[src/design/qrm_pkg.sv]
// Package for the quaternion to rotation matrix pipeline.
// Holds widths, entry indexes and the structs passed between stages; no dependencies.
package qrm_pkg;

   localparam int DATA_WIDTH = 16;
   localparam int FRAC_BITS  = DATA_WIDTH - 2;
   localparam int PROD_WIDTH = 2 * DATA_WIDTH;
   localparam int NUM_WIDTH  = PROD_WIDTH + 1;
   localparam int REM_WIDTH  = PROD_WIDTH + 2;
   localparam int QUO_WIDTH  = FRAC_BITS + 2;
   localparam int DIV_STAGES = QUO_WIDTH;
   localparam int ENTRIES    = 9;

   localparam int M00 = 0;
   localparam int M01 = 1;
   localparam int M02 = 2;
   localparam int M10 = 3;
   localparam int M11 = 4;
   localparam int M12 = 5;
   localparam int M20 = 6;
   localparam int M21 = 7;
   localparam int M22 = 8;

   localparam logic [ENTRIES-1:0] DIAG_MASK = (ENTRIES'(1) << M00) | (ENTRIES'(1) << M11)
                                            | (ENTRIES'(1) << M22);

   typedef struct packed {
      logic signed [DATA_WIDTH-1:0] q_x;
      logic signed [DATA_WIDTH-1:0] q_y;
      logic signed [DATA_WIDTH-1:0] q_z;
      logic signed [DATA_WIDTH-1:0] q_w;
   } req_type;

   typedef struct packed {
      logic signed [DATA_WIDTH-1:0] m00;
      logic signed [DATA_WIDTH-1:0] m01;
      logic signed [DATA_WIDTH-1:0] m02;
      logic signed [DATA_WIDTH-1:0] m10;
      logic signed [DATA_WIDTH-1:0] m11;
      logic signed [DATA_WIDTH-1:0] m12;
      logic signed [DATA_WIDTH-1:0] m20;
      logic signed [DATA_WIDTH-1:0] m21;
      logic signed [DATA_WIDTH-1:0] m22;
   } rsp_type;

   typedef struct packed {
      logic signed [PROD_WIDTH-1:0] xx;
      logic signed [PROD_WIDTH-1:0] yy;
      logic signed [PROD_WIDTH-1:0] zz;
      logic signed [PROD_WIDTH-1:0] ww;
      logic signed [PROD_WIDTH-1:0] xy;
      logic signed [PROD_WIDTH-1:0] xz;
      logic signed [PROD_WIDTH-1:0] yz;
      logic signed [PROD_WIDTH-1:0] xw;
      logic signed [PROD_WIDTH-1:0] yw;
      logic signed [PROD_WIDTH-1:0] zw;
   } prod_type;

   typedef struct packed {
      logic                 neg;
      logic [REM_WIDTH-1:0] rem;
      logic [QUO_WIDTH-1:0] quo;
   } lane_type;

   typedef struct packed {
      logic                 ident;
      logic [NUM_WIDTH-1:0] den;
      lane_type [ENTRIES-1:0] lane;
   } div_type;

endpackage

[src/design/qrm_div_stage.sv]
// One restoring-division step for all nine entries: one quotient bit per lane.
// Depends on qrm_pkg; chained in the top level.
module qrm_div_stage (
   input  logic              clock,
   input  logic              reset,
   input  logic              in_valid,
   input  qrm_pkg::div_type  in_data,
   output logic              out_valid,
   output qrm_pkg::div_type  out_data
);

   logic                           valid_ff;
   qrm_pkg::div_type               step_ff;
   qrm_pkg::div_type               step_in;
   logic [qrm_pkg::REM_WIDTH-1:0]  den_ext;
   logic [qrm_pkg::REM_WIDTH-1:0]  diff [qrm_pkg::ENTRIES];
   logic                           fits [qrm_pkg::ENTRIES];

   always_comb begin
      step_in = in_data;
      den_ext = qrm_pkg::REM_WIDTH'(in_data.den);
      for (int k = 0; k < qrm_pkg::ENTRIES; k++) begin
         fits[k] = (in_data.lane[k].rem >= den_ext);
         diff[k] = fits[k] ? (in_data.lane[k].rem - den_ext) : in_data.lane[k].rem;
         step_in.lane[k].rem = {diff[k][qrm_pkg::REM_WIDTH-2:0], 1'b0};
         step_in.lane[k].quo = {in_data.lane[k].quo[qrm_pkg::QUO_WIDTH-2:0], fits[k]};
      end
   end

   always_ff @(posedge clock) begin
      if (reset) begin
         valid_ff <= 1'b0;
      end else begin
         valid_ff <= in_valid;
      end
   end

   always_ff @(posedge clock) begin
      step_ff <= step_in;
   end

   assign out_valid = valid_ff;
   assign out_data  = step_ff;

endmodule

[config.mk]
export PLATFORM = sky130hd
export DESIGN_NAME = qrm_div_stage
export DESIGN_NICKNAME = d
export VERILOG_FILES = /design/src/design/qrm_pkg.sv /design/src/design/qrm_div_stage.sv
export SDC_FILE = /design/constraint.sdc
export NUM_CORES = 1
export LEC_CHECK = 0
export CORE_AREA = 2 2 383 385
export DETAILED_ROUTE_END_ITERATION = 8
export DIE_AREA = 0 0 385 387
export DONT_BUFFER_PORTS = 1
export PLACE_DENSITY = 0.33
export SYNTH_ARGS = -nofsm -noshare
export SYNTH_HDL_FRONTEND = slang
export SYNTH_SLANG_ARGS = --single-unit
[constraint.sdc]
create_clock -name clock -period 12.15 [get_ports clock]
set_clock_uncertainty 0.2 [all_clocks]
set_input_delay 3.645 -clock clock [delete_from_list [all_inputs] [get_ports clock]]
set_output_delay 3.645 -clock clock [all_outputs]
set_load 0.01 [all_outputs]
# After elaboration in Yosys (flattened, before gate mapping)
# Index checks and enable logic that the tools add are counted.
# totals
wordCells,57
out_inout_bits,494
register_bits,485
input_bits,496
# op_classes
order_cmp,9
addsub,9
muxes,9
# ops
operator,count
$ge A34 B33 Y1,9
$mux W33,9
$sub A33 B33 Y33,9

# Longest topological paths before layout
# depth
depth_word,2
depth_mapped,16

# Least setup slack after synthesis
# Ideal clock, no wire load.
# synth_timing
path_kind,input to register
start,in in_data[460] in the netlist's numbering
end,"reg step_ff, in the netlist out_data[296]"
setup_ns,0.123
required_ns,11.827
cell_stages,13
path_buffers,1
slack_ns,4.846
arrival_ns,6.980
cell_sequence,inv_1 -> fa_1 -> a211oi_2 -> o211ai_1 -> a2111oi_2 -> o41ai_2 -> a21oi_2 -> o21ai_1 -> a211o_1 -> o21ba_1 -> o32ai_4 -> buf_6 -> mux2_1
# synth_rtl
element,line,text
from (decl),qrm_div_stage.sv:7,"input qrm_pkg::div_type in_data,"
to (signal assigned),qrm_div_stage.sv:39,step_ff <= step_in;
to (decl),qrm_div_stage.sv:13,qrm_pkg::div_type step_ff;

==> results by stage <==
Critical path:
- At the worst endpoint, the required time is 12.49 ns.
- Of all nets on the critical path, the largest fanout is 20.
- The type of origin of the critical path is an input port.
- The largest single stage delay on the critical path is 0.46 ns.
- The critical path data arrival time is 8.26 ns.
- The cell type of the slowest stage on the worst timing path is inv_1.
- STA classifies the critical path endpoint as a flop.
- The cell occurring most often along the worst timing path is buf_4.
- The critical path in this run is classified as input port to flop.
- Walking the worst path, the cells encountered are inv_1 -> buf_4 -> ha_1 -> a211oi_2 -> o211ai_1 -> a2111oi_2 -> o41ai_2 -> a21oi_2 -> o21ai_1 -> a211o_1 -> o21ba_1 -> o32ai_4 -> buf_4 -> mux2_1.

STA:
- The ratio of final minimum period to clock period is 65.20%.
- In this run the tightest slew margin relative to its limit is 32.75%.
- After routing, the total negative slack on setup checks comes to 0 ns.
- The maximum clock frequency is 126.2 MHz.
- Setup repair after global routing left no endpoint under its margin.
- The final number of max-transition violations is 0.
- The number of endpoints failing setup at the final stage is 0.
- The time the final worst path needs with I/O delays and setup is 7.921 ns.
- The actual transition at the worst max-transition pin is 1.006 ns.
- The number of hold-slack violations in the final timing report is 0.

Yosys:
- By area, the combinational part of the netlist is dominated by compound AO/OA/AOI/OAI gates.
- The fraction of synthesized cell area in xor and xnor cells is 7.845%.
- The number of unique standard cell types used by synthesis is 91.
- Sequential cells were found to cover 34.65% of the synthesized design area.
- The total of warnings raised by yosys is 0.
- In the post-synthesis netlist, the biggest area contributors are dfxtp_1 35%, ha_1 13%, o21ai_0 5.4%, a21oi_1 5.1%, nand2_1 4.1%.
- After synthesis, the share of flip-flops with an asynchronous set or reset is 0%.
- The largest total area in the synthesized netlist belongs to dfxtp_1.
- A synthesized cell averages 8.768 um2.
- Of the total synthesized cell area, the portion taken by AND, OR, NAND and NOR gates is 13.78%.
- The post-synthesis cell area is 28020 um2.
- The number of standard cells after synthesis is 3196.
- After synthesis, the largest area contributor takes up 34.65% of total cell area.
- The primary flip-flop cell chosen by synthesis mapping is dfxtp_1.
- The number of register bits inferred by synthesis is 485.
- The synthesized design contains 0 enable-type register cells.
- The synthesized netlist devotes 23.16% of its cell area to compound gates.
- The portion of netlist area occupied by mux cells is 3.644%.
- The synthesized-area fraction occupied by adder cells is 13.90%.

Layout:
- The final cell count without fillers is 5196.
- The multi-input combinational cells in the finished layout cover a total of 17570 um2.
- The number of fillers in the final layout is 15809.
- The sequential standard cell area is 9709 um2.
- Compared with the post-synthesis result, the final layout area differs by 17.05%.
- The top cell types in the final layout, fill and taps aside, are 485 x dfxtp_1, 309 x nand2_1, 302 x o21ai_0, 297 x ha_1, 282 x a21oi_1.
- After the last flow step, the layout net total stands at 4018.
- The most frequent standard cell in the layout excluding fill and tap cells is dfxtp_1.
- The proportion of layout cells with a drive suffix above 1 is 8.043%.

Clock tree:
- Clock-pin slew was measured on the worst setup and hold paths at 0.06 ns.
- The depth of the CTS H-tree is 3.
- The clock tree buffer depth is 3.
- The cell sitting at the root of the clock tree is a clkbuf_16.
- The number of setup buffers added after CTS is 0.
- The clock net in this run drives a total of 485 sinks.
- The number of gates resized after CTS is 0.
- The CTS tree is done.
- In this run, CTS created clock tree buffers numbering 70.
- The post-cts hold buffer count is 0.

Power and ir drop:
- Summed over all cells, the static leakage comes to 13.73 nW.
- The sum of internal, switching and leakage power is 0.005574 W.
- For this design the ratio of total power to cell area is 170.0 nW/um2.
- IR analysis of the VDD net gives a maximum drop of 92.71 uV.

Placement:
- The count of input and output buffers is 0.
- The post-DP HPWL is 128800 um.
- The cell total after placement is 5061.
- The routability-driven placement congestion ratio is 0.8572.

Run:
- The tool flagged a number of max-cap violations equal to 0.

Global route:
- Global routing consumed, over all layers together, 20.73% of the routing resources.
- The global-route congestion overflow total is 0.
- The number of antenna violations at the first check in global routing is 34.
- The number of global-route vias before repair is 24080.
- The first global-routing pass estimated 211700 um of wire.
- The pin count of the biggest net entering global routing is 59.

Routing:
- The first-pass detailed-route iteration total is 5.
- The count of nets left with antenna violations once routing finished came out at 0.
- Dividing the detail-routed wire length by the instance count gives 30.85 um.
- Using the TritonRoute via totals, the vias-per-cell ratio works out to 4.639.
- The total detailed-routing wirelength is 160300 um.
- The via count of the routed design is 24103.
- After the first detailed-routing iteration, the DRC count stood at 1230.
- The count of unresolved DRC violations after routing is 0.

Floorplan:
- The starting density of the core is 19.34%.
- The top-level I/O count is 990.
- The total area inside the core boundary comes to 144900 um2.
- In this run the core area contains 140 standard-cell rows.
- In this run the vertical extent of the chip is 387 um.
- The die width is 385 um.
- The die area is 149000 um2.

Status:
- The run finished with clean final reports.

Hold path:
- The worst min-delay path category is input port to flop.
==> flip-flops by register name (all words and copies together) (netlist names) <==
name,cells
out_data,484
out_valid,1
==> cell families (layout without fill, tap and decap cells) <==
| logic type | Yosys count | count (layout) |
|---|---|---|
| AOI/OAI and AO/OA | 1036 | 1036 |
| DFF | 485 | 485 |
| other | 1 | 18 |
| and+or+nand+nor | 818 | 818 |
| muxes | 91 | 91 |
| xor gates and xnor gates | 251 | 251 |
| adders and majority gates | 306 | 306 |
| buffers and inverters | 208 | 274 |
==> where the power goes <==
part | switching (W) | internal (W) | total (W)
registers | 0.000378 | 0.00185 | 0.00223
clock network | 0.000905 | 0.00125 | 0.00215
logic | 0.000719 | 0.000472 | 0.00119
total | 0.00200 | 0.00357 | 0.00557
==> per-layer routing <==
metal | GRT usage (%) | wire (um)
met1 | 22.61 | 60490
met2 | 36.64 | 79690
met3 | 7.538 | 14660
met4 | 7.124 | 5352
met5 | 0 | 75
==> critical path: cells and delay by family <==
kind                     cells  cell delay, ns
AO/OA/AOI/OAI                9            2.63
multiplexers                 1            0.36
adder cells (fa/ha/maj)      1            0.35
buffers and inverters        3            1.23
==> synth_stat cells, drive strengths merged, types with 7 or more instances <==
master / count
inv: 110
or3: 15
and3: 23
or2: 12
nor2: 171
nand3: 59
xor2: 119
o21a: 42
nor2b: 42
o21bai: 40
a41oi: 7
xnor2: 132
a21oi: 285
a211o: 8
o211ai: 19
dfxtp: 485
a211oi: 31
and4: 14
clkbuf: 79
a21o: 153
a31oi: 34
o41ai: 7
nand2b: 29
buf: 19
and2: 19
nor3: 45
o21ai: 308
nand2: 309
mux2: 85
fa: 9
o31ai: 25
nand4: 44
nor4: 15
ha: 297
a221o: 9
==> per-stage QoR <==
stage / util [%] / setup slack (ns) / hold slack (ns) / instance area (um2)
floorplan: - / 4.846 / 3.473 / 28050
global placement: 20.97 / 3.415 / 3.473 / 30370
detailed placement: 20.97 / 3.420 / 3.473 / 30370
CTS: 22.63 / 4.168 / 2.704 / 32780
global route: 22.64 / 3.981 / 2.734 / 32790
finish: 22.64 / 4.229 / 2.778 / 32800
==> worst paths after layout <==
kind,from,slack [ns],end,depth (start not counted)
max,in_data[461],4.23,out_data[285],14
min,in_data[482],2.78,out_data[482],0
==> cell type report <==
type                            count  area share, %
Timing Repair Buffer               38         0.8697
Tap cell                         1917          7.313
Antenna cell                        9        0.06866
Clock inverter                     37          1.343
Multi-Input combinational cell   2511          53.56
Sequential cell                   485          29.60
Clock buffer                       89          5.985
Inverter                          110          1.259
Note: power is estimated with default switching activity, not from simulation.
