File: src/design/qrm_pkg.sv
// Package for the quaternion to rotation matrix pipeline.
// Holds widths, entry indexes and the structs passed between stages; no dependencies.
package qrm_pkg;

   localparam int DATA_WIDTH = 16;
   localparam int FRAC_BITS  = DATA_WIDTH - 2;
   localparam int PROD_WIDTH = 2 * DATA_WIDTH;
   localparam int NUM_WIDTH  = PROD_WIDTH + 1;
   localparam int REM_WIDTH  = PROD_WIDTH + 2;
   localparam int QUO_WIDTH  = FRAC_BITS + 2;
   localparam int DIV_STAGES = QUO_WIDTH;
   localparam int ENTRIES    = 9;

   localparam int M00 = 0;
   localparam int M01 = 1;
   localparam int M02 = 2;
   localparam int M10 = 3;
   localparam int M11 = 4;
   localparam int M12 = 5;
   localparam int M20 = 6;
   localparam int M21 = 7;
   localparam int M22 = 8;

   localparam logic [ENTRIES-1:0] DIAG_MASK = (ENTRIES'(1) << M00) | (ENTRIES'(1) << M11)
                                            | (ENTRIES'(1) << M22);

   typedef struct packed {
      logic signed [DATA_WIDTH-1:0] q_x;
      logic signed [DATA_WIDTH-1:0] q_y;
      logic signed [DATA_WIDTH-1:0] q_z;
      logic signed [DATA_WIDTH-1:0] q_w;
   } req_type;

   typedef struct packed {
      logic signed [DATA_WIDTH-1:0] m00;
      logic signed [DATA_WIDTH-1:0] m01;
      logic signed [DATA_WIDTH-1:0] m02;
      logic signed [DATA_WIDTH-1:0] m10;
      logic signed [DATA_WIDTH-1:0] m11;
      logic signed [DATA_WIDTH-1:0] m12;
      logic signed [DATA_WIDTH-1:0] m20;
      logic signed [DATA_WIDTH-1:0] m21;
      logic signed [DATA_WIDTH-1:0] m22;
   } rsp_type;

   typedef struct packed {
      logic signed [PROD_WIDTH-1:0] xx;
      logic signed [PROD_WIDTH-1:0] yy;
      logic signed [PROD_WIDTH-1:0] zz;
      logic signed [PROD_WIDTH-1:0] ww;
      logic signed [PROD_WIDTH-1:0] xy;
      logic signed [PROD_WIDTH-1:0] xz;
      logic signed [PROD_WIDTH-1:0] yz;
      logic signed [PROD_WIDTH-1:0] xw;
      logic signed [PROD_WIDTH-1:0] yw;
      logic signed [PROD_WIDTH-1:0] zw;
   } prod_type;

   typedef struct packed {
      logic                 neg;
      logic [REM_WIDTH-1:0] rem;
      logic [QUO_WIDTH-1:0] quo;
   } lane_type;

   typedef struct packed {
      logic                 ident;
      logic [NUM_WIDTH-1:0] den;
      lane_type [ENTRIES-1:0] lane;
   } div_type;

endpackage

File: src/design/qrm_round.sv
// Output stage: round quotients to nearest, saturate, apply sign, zero-norm identity.
// Depends on qrm_pkg.
module qrm_round (
   input  logic              clock,
   input  logic              reset,
   input  logic              in_valid,
   input  qrm_pkg::div_type  in_data,
   output logic              out_valid,
   output qrm_pkg::rsp_type  out_data
);

   localparam logic [qrm_pkg::QUO_WIDTH-1:0] ONE_Q = qrm_pkg::QUO_WIDTH'(1) << qrm_pkg::FRAC_BITS;

   logic                                 valid_ff;
   qrm_pkg::rsp_type                     rsp_ff;
   qrm_pkg::rsp_type                     rsp_in;
   logic [qrm_pkg::QUO_WIDTH:0]          rnd [qrm_pkg::ENTRIES];
   logic [qrm_pkg::QUO_WIDTH-1:0]        mag [qrm_pkg::ENTRIES];
   logic [qrm_pkg::DATA_WIDTH-1:0]       ent [qrm_pkg::ENTRIES];

   always_comb begin
      for (int k = 0; k < qrm_pkg::ENTRIES; k++) begin
         rnd[k] = (qrm_pkg::QUO_WIDTH + 1)'(in_data.lane[k].quo) + 1'b1;
         mag[k] = rnd[k][qrm_pkg::QUO_WIDTH:1];
         if (mag[k] > ONE_Q) begin
            mag[k] = ONE_Q;
         end
         if (in_data.ident) begin
            ent[k] = qrm_pkg::DIAG_MASK[k] ? qrm_pkg::DATA_WIDTH'(ONE_Q) : '0;
         end else if (in_data.lane[k].neg) begin
            ent[k] = qrm_pkg::DATA_WIDTH'(-mag[k]);
         end else begin
            ent[k] = qrm_pkg::DATA_WIDTH'(mag[k]);
         end
      end
      rsp_in.m00 = ent[qrm_pkg::M00];
      rsp_in.m01 = ent[qrm_pkg::M01];
      rsp_in.m02 = ent[qrm_pkg::M02];
      rsp_in.m10 = ent[qrm_pkg::M10];
      rsp_in.m11 = ent[qrm_pkg::M11];
      rsp_in.m12 = ent[qrm_pkg::M12];
      rsp_in.m20 = ent[qrm_pkg::M20];
      rsp_in.m21 = ent[qrm_pkg::M21];
      rsp_in.m22 = ent[qrm_pkg::M22];
   end

   always_ff @(posedge clock) begin
      if (reset) begin
         valid_ff <= 1'b0;
      end else begin
         valid_ff <= in_valid;
      end
   end

   always_ff @(posedge clock) begin
      rsp_ff <= rsp_in;
   end

   assign out_valid = valid_ff;
   assign out_data  = rsp_ff;

endmodule

File: config.mk
export PLATFORM = sky130hd
export DESIGN_NAME = qrm_round
export DESIGN_NICKNAME = d
export VERILOG_FILES = /design/src/design/qrm_pkg.sv /design/src/design/qrm_round.sv
export SDC_FILE = /design/constraint.sdc
export NUM_CORES = 1
export LEC_CHECK = 0
export ABC_AREA = 1
export BUFFER_PORTS_ARGS = -buffer_cell sky130_fd_sc_hd__buf_2
export CAP_MARGIN = 20
export CELL_PAD_IN_SITES_DETAIL_PLACEMENT = 0
export CELL_PAD_IN_SITES_GLOBAL_PLACEMENT = 1
export CORE_AREA = 10 10 243 245
export DETAILED_ROUTE_END_ITERATION = 6
export DIE_AREA = 0 0 253 255
export HOLD_SLACK_MARGIN = 0.08
export PLACE_DENSITY = 0.74
export SYNTH_ARGS = -nofsm -noshare
export SYNTH_HDL_FRONTEND = slang
export SYNTH_SLANG_ARGS = --single-unit
File: constraint.sdc
create_clock -name clock -period 3.3 [get_ports clock]
set_clock_uncertainty 0.1 [all_clocks]
set_input_delay 0.33 -clock clock [delete_from_list [all_inputs] [get_ports clock]]
set_output_delay 0.33 -clock clock [all_outputs]
set_load 0.02 [all_outputs]
# Yosys cells after proc, flatten, opt, wreduce, memory -nomap -nowiden
# Index checks and enable logic that the tools add are counted.
# word_totals
reg_bits	145
wordCells	55
out_inout_bits	145
input_bits	496
# op_classes
magnitude_cmp	9
add_sub_neg	18
mux	18
# ops
op	count
16-bit 2-to-1 mux	18
16-bit by 1-bit adder with 17-bit output (second input constant)	9
16-bit by 15-bit greater-than comparator with 1-bit output (second input constant)	9
16-bit negation	9

# Depth between registers and ports, before layout
# logic_depth
word_depth	5
ltp_mapped	25
mapped_depth_nobuf	23

# Worst setup path before layout
# Ideal clock, no wire load.
# synth_path
path_type	input to register
from	input in_data[51] in the netlist's numbering
to	register rsp_ff (netlist bit out_data[124])
setup_ns	0.115
arrival_ns	2.542
slack_ns	0.543
required_ns	3.085
path_buffers	2
path_stages	21
cell_sequence	ha_1 -> nand3_1 -> inv_1 -> nand2_1 -> inv_1 -> or2_0 -> nand2_1 -> nand2_1 -> nor2_1 -> nand3_1 -> nand2_2 -> buf_6 -> buf_6 -> nand2_1 -> ha_1 -> inv_1 -> nor2_1 -> a21boi_0 -> nand4_1 -> a21oi_1 -> nor2_1
# synth_via
elab_chain_cells	5
# synth_lines
element	line	text
start: declaration	qrm_round.sv:7	input qrm_pkg::div_type in_data,
16-bit by 1-bit adder with 17-bit output (*)	qrm_round.sv:23	rnd[k] = (qrm_pkg::QUO_WIDTH + 1)'(in_data.lane[k].quo) + 1'b1;
16-bit by 15-bit greater-than comparator with 1-bit output	qrm_round.sv:25	if (mag[k] > ONE_Q) begin
16-bit 2-to-1 mux (*)	qrm_round.sv:25	
16-bit negation	qrm_round.sv:31	ent[k] = qrm_pkg::DATA_WIDTH'(-mag[k]);
16-bit 2-to-1 mux (*)	qrm_round.sv:30	end else if (in_data.lane[k].neg) begin
end signal: assignment	qrm_round.sv:56	rsp_ff <= rsp_in;
end: declaration	qrm_round.sv:15	qrm_pkg::rsp_type rsp_ff;
# Every way passes the cells marked *; elsewhere a longest branch is shown, timed or not.
# A chain may end at the register's enable or synchronous reset.

# Final worst setup path
# layout_path
from	input in_data[53] in the netlist's numbering
to	register rsp_ff (netlist bit out_data[124])
# Same word-level chain as after synthesis.

==> out/summary.txt <==
Post-DP HPWL -> 36600 µm
Area Overhead vs Synth -> 25.37%
RSZ-0062 raised after global routing -> false
Final Max Slew Viols -> 0
CP max FO -> 3
CTS tree -> yes
Final design utilization -> 27.45%
Max clock buf depth -> 2
Routed via count -> 13340
Vias in the first global route -> 12800
Fin Hold WS -> 0.1308 ns
Sequential share of the synthesized area -> 24.35%
Initial DRT Pass Iterations -> 5
Post-Syn Nets -> 2554
# IOs -> 641
Buffers on Ports -> 301
Post-synth EDFFs -> 0
Flops & latches, synth -> 145
Core area -> 0.05445 mm²
CP endpoint kind -> flop
Synth warnings -> 0
Initial DRC count -> 605
Type of the worst min-delay path -> input pin to flop
Total power -> 5.867 mW
Power Dens Cells -> 392.6 mW/mm²
Normalized max-slew margin -> 57.48%
Antenna violations before repair -> 11
Final ANT Viol Nets -> 0
Worst Max-Slew Pin Slew -> 0.6298 ns
Tcrit/Tclk final -> 88.98%
Number of cell rows -> 86
Number of buffers created by CTS -> 17
CTS root buf -> clkbuf_16
Clock transition at path regs -> 0.07 ns
Most frequent cells in the layout -> 617 x nand2_1, 301 x buf_2, 298 x nor2_1, 240 x inv_1, 157 x nand3_1
CTS resizes -> 0
Mapped cell area -> 0.01192 mm²
Arrival time at the worst endpoint -> 3.21 ns
Placed cells -> 3025
Static leakage -> 7.727 nW
Most common cell after layout, fill and taps aside -> nand2_1
Gate Count Post-Synth -> 2040
Final #Nets -> 2859
Non-filler cells, final -> 3063
Synth Flop Type -> dfxtp_1
Largest net degree at the start of global routing -> 58
DP Worst Slack -> 0.02148 ns
Status -> completed
CP required -> 3.58 ns
H-tree Lvls -> 4
Overall Global Routing Usage -> 13.42%
Gpl congestion -> 0.8697
Via/cell ratio -> 4.354
Clk sink count -> 145
Final count of negative-setup-slack endpoints -> 0
Remaining DRCs -> 0
Routed wire length -> 43580 µm
Sum Neg Setup Slack -> 0 ns
Final worst slack -> 0.3637 ns
Netlist cell types -> 55
Final min period -> 2.936 ns
Worst vdd ir -> 410.8 µV
Die Area -> 0.06452 mm²
Max cap viols -> 0
Asr flop ratio synth -> 0%
Congestion Overflow GR -> 0
Per-cell routed wire length -> 14.23 µm
Worst Setup Path Type -> input pin to flop
Share of cells above drive strength 1 -> 19.68%
Die W -> 253 µm
Initial core utilization -> 21.89%
Finished Cell Area -> 0.01494 mm²
Mean Syn Cell Area -> 5.843 µm²
First-pass GRT wire length -> 68250 µm
Setup crit start kind -> input pin
Fmax -> 0.3406 GHz
DP Area -> 0.01421 mm²
Final Hold Viols -> 0
Overall die height -> 255 µm
FILL cells -> 6248
where the power goes:
part / leakage (nW) / total [mW] / internal (mW) / switching, mW
clock network: 0.325 / 2.31 / 1.43 / 0.887
logic: 6.19 / 1.61 / 0.514 / 1.09
registers: 1.21 / 1.95 / 1.90 / 0.0490
total: 7.73 / 5.87 / 3.84 / 2.03
kinds of logic after synthesis:
family	Yosys count	synth area share, %
compound gates	260	12.87
buf+inv	291	10.17
flops	145	24.35
simple gates	1275	46.78
fa+ha+maj	18	1.890
xor+xnor	51	3.937
worst paths after layout:
path	cells after the start	slack, ns	startpoint	end
setup / recovery	18	0.36	in_data[53]	out_data[124]$_SDFF_PP0_
hold / removal	3	0.13	in_data[50]	out_data[143]$_SDFF_PP0_
sequential cells by signal (all words and copies together), names as in the netlist:
register,flops
out_data,144
out_valid,1
cells in the mapped netlist (8+ instances only):
| cell | number | share of area (%) |
|---|---|---|
| ha_1 | 18 | 1.9 |
| buf_6 | 10 | 0.94 |
| nand2_1 | 617 | 19 |
| nand3_1 | 157 | 6.6 |
| dfxtp_1 | 145 | 24 |
| a21oi_1 | 86 | 3.6 |
| o211ai_1 | 10 | 0.63 |
| nor2_1 | 298 | 9.4 |
| o21ai_0 | 93 | 3.9 |
| clkbuf_1 | 17 | 0.54 |
| o21ai_1 | 22 | 0.92 |
| xor2_1 | 34 | 2.5 |
| nand3b_1 | 12 | 0.76 |
| xnor2_1 | 14 | 1.0 |
| inv_1 | 241 | 7.6 |
| nand4_1 | 53 | 2.8 |
| nor3_1 | 40 | 1.7 |
| nand3_2 | 15 | 1.3 |
| nor2_2 | 29 | 1.5 |
| nor2_4 | 8 | 0.76 |
| nand2_2 | 25 | 1.3 |
worst max-delay path: stages:
cell and delay, ns:
dlygate4sd3_1 0.51, buf_2 0.12, nand3_1 0.15, nor2_1 0.23
xor2_1 0.28, nor2_1 0.10, nand2_1 0.07, nor2_1 0.04
nand3_1 0.09, nand2_2 0.07, nand2_1 0.09, ha_1 0.18
inv_1 0.06, nor2_1 0.13, a21boi_0 0.35, nand4_1 0.20
a21oi_1 0.17, nor2_1 0.06
layer usage:
| layer | up-vias | part of all wire [%] | GRT usage (%) |
|---|---|---|---|
| li1 | 7175 | - | - |
| met1 | 5814 | 46 | 16.30 |
| met2 | 279 | 44 | 21.40 |
| met3 | 48 | 8.5 | 5.726 |
| met4 | 20 | 1.1 | 3.458 |
| met5 | - | 0.26 | 0 |
area by class of cell:
type	instances	area [µm²]	share of cell area, %
Clock inverter	15	252.7	1.691
Tap cell	704	880.8	5.895
Sequential cell	145	2903	19.43
Timing Repair Buffer	329	1742	11.66
Clock buffer	17	425.4	2.847
Multi-Input combinational cell	1604	7804	52.22
Antenna cell	1	2.502	0.01675
Inverter	248	933.4	6.246
timing repair:
action / CTS / global route
buffers inserted: 0 / 0
hold endpoints to repair: 4 / 0
setup endpoints to repair: 0 / 0
hold buffers: 5 / 0
(Power assumes the default switching activity.)
