**config.mk**
```make
export PLATFORM = sky130hd
export DESIGN_NAME = qrm_prep
export DESIGN_NICKNAME = d
export VERILOG_FILES = /design/src/design/qrm_pkg.sv /design/src/design/qrm_prep.sv
export SDC_FILE = /design/constraint.sdc
export NUM_CORES = 2
export LEC_CHECK = 0
export BUFFER_PORTS_ARGS = -buffer_cell sky130_fd_sc_hd__buf_2
export CORE_MARGIN = 2
export CORE_UTILIZATION = 35
export CTS_CLUSTER_DIAMETER = 50
export CTS_CLUSTER_SIZE = 8
export DETAILED_ROUTE_END_ITERATION = 10
export GPL_TIMING_DRIVEN = 0
export PLACE_DENSITY_LB_ADDON = 0.1
export SLEW_MARGIN = 10
export SYNTH_ARGS = -nofsm -noshare
export SYNTH_HDL_FRONTEND = slang
export SYNTH_SLANG_ARGS = --single-unit
```
**constraint.sdc**
```tcl
create_clock -name clock -period 6.59 [get_ports clock]
set_input_delay 1.318 -clock clock [delete_from_list [all_inputs] [get_ports clock]]
set_output_delay 1.318 -clock clock [all_outputs]
set_load 0.005 [all_outputs]
```
**src/design/qrm_pkg.sv**
```systemverilog
// Package for the quaternion to rotation matrix pipeline.
// Holds widths, entry indexes and the structs passed between stages; no dependencies.
package qrm_pkg;

   localparam int DATA_WIDTH = 16;
   localparam int FRAC_BITS  = DATA_WIDTH - 2;
   localparam int PROD_WIDTH = 2 * DATA_WIDTH;
   localparam int NUM_WIDTH  = PROD_WIDTH + 1;
   localparam int REM_WIDTH  = PROD_WIDTH + 2;
   localparam int QUO_WIDTH  = FRAC_BITS + 2;
   localparam int DIV_STAGES = QUO_WIDTH;
   localparam int ENTRIES    = 9;

   localparam int M00 = 0;
   localparam int M01 = 1;
   localparam int M02 = 2;
   localparam int M10 = 3;
   localparam int M11 = 4;
   localparam int M12 = 5;
   localparam int M20 = 6;
   localparam int M21 = 7;
   localparam int M22 = 8;

   localparam logic [ENTRIES-1:0] DIAG_MASK = (ENTRIES'(1) << M00) | (ENTRIES'(1) << M11)
                                            | (ENTRIES'(1) << M22);

   typedef struct packed {
      logic signed [DATA_WIDTH-1:0] q_x;
      logic signed [DATA_WIDTH-1:0] q_y;
      logic signed [DATA_WIDTH-1:0] q_z;
      logic signed [DATA_WIDTH-1:0] q_w;
   } req_type;

   typedef struct packed {
      logic signed [DATA_WIDTH-1:0] m00;
      logic signed [DATA_WIDTH-1:0] m01;
      logic signed [DATA_WIDTH-1:0] m02;
      logic signed [DATA_WIDTH-1:0] m10;
      logic signed [DATA_WIDTH-1:0] m11;
      logic signed [DATA_WIDTH-1:0] m12;
      logic signed [DATA_WIDTH-1:0] m20;
      logic signed [DATA_WIDTH-1:0] m21;
      logic signed [DATA_WIDTH-1:0] m22;
   } rsp_type;

   typedef struct packed {
      logic signed [PROD_WIDTH-1:0] xx;
      logic signed [PROD_WIDTH-1:0] yy;
      logic signed [PROD_WIDTH-1:0] zz;
      logic signed [PROD_WIDTH-1:0] ww;
      logic signed [PROD_WIDTH-1:0] xy;
      logic signed [PROD_WIDTH-1:0] xz;
      logic signed [PROD_WIDTH-1:0] yz;
      logic signed [PROD_WIDTH-1:0] xw;
      logic signed [PROD_WIDTH-1:0] yw;
      logic signed [PROD_WIDTH-1:0] zw;
   } prod_type;

   typedef struct packed {
      logic                 neg;
      logic [REM_WIDTH-1:0] rem;
      logic [QUO_WIDTH-1:0] quo;
   } lane_type;

   typedef struct packed {
      logic                 ident;
      logic [NUM_WIDTH-1:0] den;
      lane_type [ENTRIES-1:0] lane;
   } div_type;

endpackage

```
**src/design/qrm_prep.sv**
```systemverilog
// Numerator stages: norm sum, signed entry numerators, then magnitude and sign.
// Depends on qrm_pkg; feeds the first divider stage.
module qrm_prep (
   input  logic               clock,
   input  logic               reset,
   input  logic               in_valid,
   input  qrm_pkg::prod_type  in_data,
   output logic               out_valid,
   output qrm_pkg::div_type   out_data
);

   logic                                   sum_valid_ff;
   logic [qrm_pkg::NUM_WIDTH-1:0]          norm_ff;
   logic [qrm_pkg::NUM_WIDTH-1:0]          norm_in;
   logic signed [qrm_pkg::NUM_WIDTH-1:0]   val_ff [qrm_pkg::ENTRIES];
   logic signed [qrm_pkg::NUM_WIDTH-1:0]   val_in [qrm_pkg::ENTRIES];

   logic                                   num_valid_ff;
   qrm_pkg::div_type                       num_ff;
   qrm_pkg::div_type                       num_in;

   logic signed [qrm_pkg::NUM_WIDTH-1:0]   xx, yy, zz, ww, xy, xz, yz, xw, yw, zw;
   logic [qrm_pkg::NUM_WIDTH-1:0]          mag [qrm_pkg::ENTRIES];

   always_comb begin
      xx = qrm_pkg::NUM_WIDTH'(in_data.xx);
      yy = qrm_pkg::NUM_WIDTH'(in_data.yy);
      zz = qrm_pkg::NUM_WIDTH'(in_data.zz);
      ww = qrm_pkg::NUM_WIDTH'(in_data.ww);
      xy = qrm_pkg::NUM_WIDTH'(in_data.xy);
      xz = qrm_pkg::NUM_WIDTH'(in_data.xz);
      yz = qrm_pkg::NUM_WIDTH'(in_data.yz);
      xw = qrm_pkg::NUM_WIDTH'(in_data.xw);
      yw = qrm_pkg::NUM_WIDTH'(in_data.yw);
      zw = qrm_pkg::NUM_WIDTH'(in_data.zw);
      norm_in = (xx + yy) + (zz + ww);
      val_in[qrm_pkg::M00] = (ww + xx) - (yy + zz);
      val_in[qrm_pkg::M01] = xy - zw;
      val_in[qrm_pkg::M02] = xz + yw;
      val_in[qrm_pkg::M10] = xy + zw;
      val_in[qrm_pkg::M11] = (ww + yy) - (xx + zz);
      val_in[qrm_pkg::M12] = yz - xw;
      val_in[qrm_pkg::M20] = xz - yw;
      val_in[qrm_pkg::M21] = yz + xw;
      val_in[qrm_pkg::M22] = (ww + zz) - (xx + yy);
   end

   always_comb begin
      num_in.ident = (norm_ff == '0);
      num_in.den   = norm_ff;
      for (int k = 0; k < qrm_pkg::ENTRIES; k++) begin
         num_in.lane[k].neg = val_ff[k][qrm_pkg::NUM_WIDTH-1];
         mag[k] = val_ff[k][qrm_pkg::NUM_WIDTH-1] ? qrm_pkg::NUM_WIDTH'(-val_ff[k])
                                                  : qrm_pkg::NUM_WIDTH'(val_ff[k]);
         if (qrm_pkg::DIAG_MASK[k]) begin
            num_in.lane[k].rem = qrm_pkg::REM_WIDTH'(mag[k]);
         end else begin
            num_in.lane[k].rem = qrm_pkg::REM_WIDTH'({mag[k][qrm_pkg::NUM_WIDTH-2:0], 1'b0});
         end
         num_in.lane[k].quo = '0;
      end
   end

   always_ff @(posedge clock) begin
      if (reset) begin
         sum_valid_ff <= 1'b0;
         num_valid_ff <= 1'b0;
      end else begin
         sum_valid_ff <= in_valid;
         num_valid_ff <= sum_valid_ff;
      end
   end

   always_ff @(posedge clock) begin
      norm_ff <= norm_in;
      val_ff  <= val_in;
      num_ff  <= num_in;
   end

   assign out_valid = num_valid_ff;
   assign out_data  = num_ff;

endmodule

```
# Yosys cells after proc, flatten, opt, wreduce, memory -nomap -nowiden
# Cells that the tools add are included.
[word_totals] register_bits=666 inputBits=323 word_cells=70
[classes] n_addsub=25 muxes=9 n_reduce_logical=1
[ops] cell="adder 32 x 32 -> 33 bit" n=9
[ops] cell="2-to-1 mux 32 bit" n=9
[ops] cell="negator 32 bit" n=6
[ops] cell="negator 33 bit" n=3
[ops] cell="subtractor 32 x 32 -> 33 bit" n=3
[ops] cell="subtractor 33 bit" n=3
[ops] cell="adder 33 bit" n=1
[ops] cell="logical NOT 33 bit" n=1

# Longest topological paths before layout
[logic_depth] ltp_word=2 depth_mapped=24

# Worst setup path after synthesis
# No wires, ideal clock.
[synth_timing] path_kind="input-to-reg" from="input in_data[192] (netlist name)" to="register norm_ff[27] (netlist name)" arrival_ps=5397 t_required_ps=6518 slack_ps=1121 stages=19 n_path_buf=1 cell_sequence="ha_1 fa_1 a211oi_1 o211ai_1 and2_1 a41oi_1 o21bai_1 a21oi_1 xnor2_1 ha_1 clkbuf_1 inv_1 nor3_1 and3_1 a211oi_1 o41ai_1 a21boi_0 o21bai_1 xnor2_1"
[synth_between] elab_chain_len=2
[synth_rtl] item="start, declared" line_no="qrm_prep.sv:7" source="input qrm_pkg::prod_type in_data,"
[synth_rtl] item="adder 32 x 32 -> 33 bit" line_no="qrm_prep.sv:36" source="norm_in = (xx + yy) + (zz + ww);"
[synth_rtl] item="adder 33 bit" line_no="qrm_prep.sv:36"
[synth_rtl] item="via norm_in (one bit)" line_no="qrm_prep.sv:14" source="logic [qrm_pkg::NUM_WIDTH-1:0] norm_in;"
[synth_rtl] item="end signal, assigned" line_no="qrm_prep.sv:75" source="norm_ff <= norm_in;"
[synth_rtl] item="end, declared" line_no="qrm_prep.sv:13" source="logic [qrm_pkg::NUM_WIDTH-1:0] norm_ff;"
# The timed path passes the listed nets, and every way through them passes these cells.
# A chain may end at the register's enable or synchronous reset.

# Worst setup path in the final report
# Same ends and word-level chain as after synthesis.

==> reports/results.ini <==
[synth]
ys_ff_latch = 658
syn_area_sq_um = 41930
synth-edff-count = 0
yosysTopAreaCell = dfxtp_1
synth_warnings = 0
syn_inst = 4656
syn_avg_cell_area_sq_um = 9.005
ys_types = 81
yosys-top-cells-area = dfxtp_1, ha_1, xnor2_1
ys.flop_type = dfxtp_1
async_flop_share = 0
ys_seq_area_frac = 0.3142
synth.top_cell.area_share = 0.3142

[timing]
skew_ns = 0.02976
grt_setup_unrepaired = false
fin_crit_ns = 6.204
fmax_ghz = 0.1612
drv_slew = 0
holdWs_ns = 0.3356
hold_viol_final = 0
fin_crit_sh = 0.9415
setup_viol = 0
tightestPinTransition_ns = 1.206
slew_headroom = 0.1858

[global_route]
antenna_found_initial = 71
overflow = 0
grt_usage = 0.2106
grt_pass1_wl_mm = 198.8
grt_pass1_vias = 34061
grt_max_degree = 15

[clocking]
clk_latency_ns = 0.66
clock_sinks = 658
cts_setup_buffers = 0
cts_root_buf = clkbuf_16
ctsHoldBuffers = 0
post_cts_resized = 0
cts_tree = done
cts_buffers = 101
clk_pin_slew_worst_paths_ns = 0.05
htree_levels = 3
max-clock-path-buffers = 3

[die]
num_io_pins = 817
fp.dieH_um = 350.1
initial_core_util = 0.3541
rows = 126
fp.dieW_um = 350.1
core_area_sq_um = 118400
die_area_sq_um = 122600

[routing]
ant_nets = 0
via_per_inst = 4.790
wire_per_inst_um = 18.32
routed_wl_mm = 132.5
first_pass_iters = 5
drc = 0
via_count = 34651
drtIter0Drc = 1707
highest_layer = met5
wl_met1_mm = 60.86
dr_wl_met3_mm = 7.178
wl_met2_mm = 59.94

[run_status]
status = finished, final reports clean

[finish]
seq_area_sq_um = 13170
final_cell_mix = buf_2, dfxtp_1, xnor2_1, inv_1, ha_1
final_cell_area_sq_um = 50820
fin_util = 0.4293
layout-drive-gt1-share = 0.1794
multi_input_comb_area_sq_um = 26160
area_delta_synth_final_pct = 21.22
nFillCells = 11960
finalNetCount = 6430

[worst_setup_path]
arrival_ns = 6.79
start_kind = input port
crit_required_ns = 7.18
crit_type = input port to flop
cp_max_fo = 9
end_kind = flop

[pwr]
power_mw = 18.73
p_per_area_nw_per_um2 = 368.6
vdd_drop_max_mv = 0.2243
p_leak_nw = 23.07

[placement]
gp_congestion = 0.9029
numPortBuffers = 657
placed_cell_area_sq_um = 47810
hpwl_mm = 112.2

[min_path]
hold_path.class = flop to flop

[flow_run]
drv_cap = 0

-- logic make-up (layout without fill, tap and decap cells) --
group | Yosys count | count (layout) | synth area share
buffers and inverters | 687 | 1474 | 0.07613
AND/OR/NAND/NOR | 1057 | 1057 | 0.1249
AO/OA/AOI/OAI | 1109 | 1109 | 0.1733
other | 1 | 192 | 0.00008944
adder cells (fa/ha/maj) | 533 | 533 | 0.1838
flip-flops | 658 | 658 | 0.3142
XOR/XNOR | 611 | 611 | 0.1276
-- state kept, by name (all words and copies together) (netlist names) --
| name | cells |
|---|---|
| sum_valid_ff | 1 |
| out_data | 330 |
| num_in | 9 |
| val_ff | 284 |
| out_valid | 1 |
| norm_ff | 33 |
-- cell type report --
cell class,instances,area share
Clock inverter,17,0.005244
Buffer,281,0.03282
Sequential cell,658,0.2592
Antenna cell,33,0.001625
Timing Repair Buffer,657,0.06470
Tap cell,1600,0.03939
Clock buffer,113,0.05244
Inverter,406,0.02999
Multi-Input combinational cell,3469,0.5146
-- worst max-delay path: stages --
cell,delay [ns]
buf_2,0.15
ha_1,0.25
fa_1,0.43
a211oi_1,0.41
o211ai_1,0.20
and2_1,0.21
a41oi_1,0.31
o21bai_1,0.10
a21oi_1,0.17
xnor2_1,0.11
ha_1,0.29
clkbuf_1,0.33
inv_1,0.14
nor3_1,0.55
and3_1,0.23
a211oi_1,0.10
o41ai_1,0.88
a21boi_0,0.20
o21bai_1,0.23
xnor2_1,0.16
-- where the power goes --
part	total (mW)	internal (mW)	switching, mW	leakage (nW)
clock network	4.75	2.94	1.81	1.42
registers	6.61	5.62	0.989	5.55
logic	7.37	3.27	4.10	16.1
total	18.7	11.8	6.90	23.1
-- path summary, 6_finish.rpt --
kind | start | cells past startpoint | slack (ns) | to
worst max-delay path | in_data[192] | 20 | 0.39 | norm_ff[27]
worst min-delay path | norm_ff[16] | 0 | 0.34 | out_data[475]
worst max register to register | val_ff[235] | 8 | 3.32 | out_data[99]
worst min register to register | norm_ff[16] | 0 | 0.34 | out_data[475]
-- per-stage QoR --
step           instances  setup TNS (ns)  worst slack, ns
2_1_floorplan       4814               0            1.121
3_3_place_gp        7071         -0.4695          -0.2347
3_5_place_dp        7071         -0.4944          -0.2193
4_1_cts             7201               0           0.4895
5_1_grt             7228               0          0.04203
6_report            7234               0           0.3857
-- per-layer routing --
layer	vias to the layer above	global-route usage
met5	-	0
met2	934	0.3401
met3	255	0.03807
met4	30	0.07952
met1	15930	0.2790
li1	17502	-
-- Yosys cell counts (81+ instances only) --
cell        n
a21o_1     87
a21oi_1   307
buf_4     163
clkbuf_1  113
dfxtp_1   658
fa_1      138
ha_1      395
inv_1     403
nand2_1   229
nor2_1    318
o21ai_0   242
o21bai_1   81
o31ai_1    90
xnor2_1   521
xor2_1     90
Power figures use the tool's default switching activity.
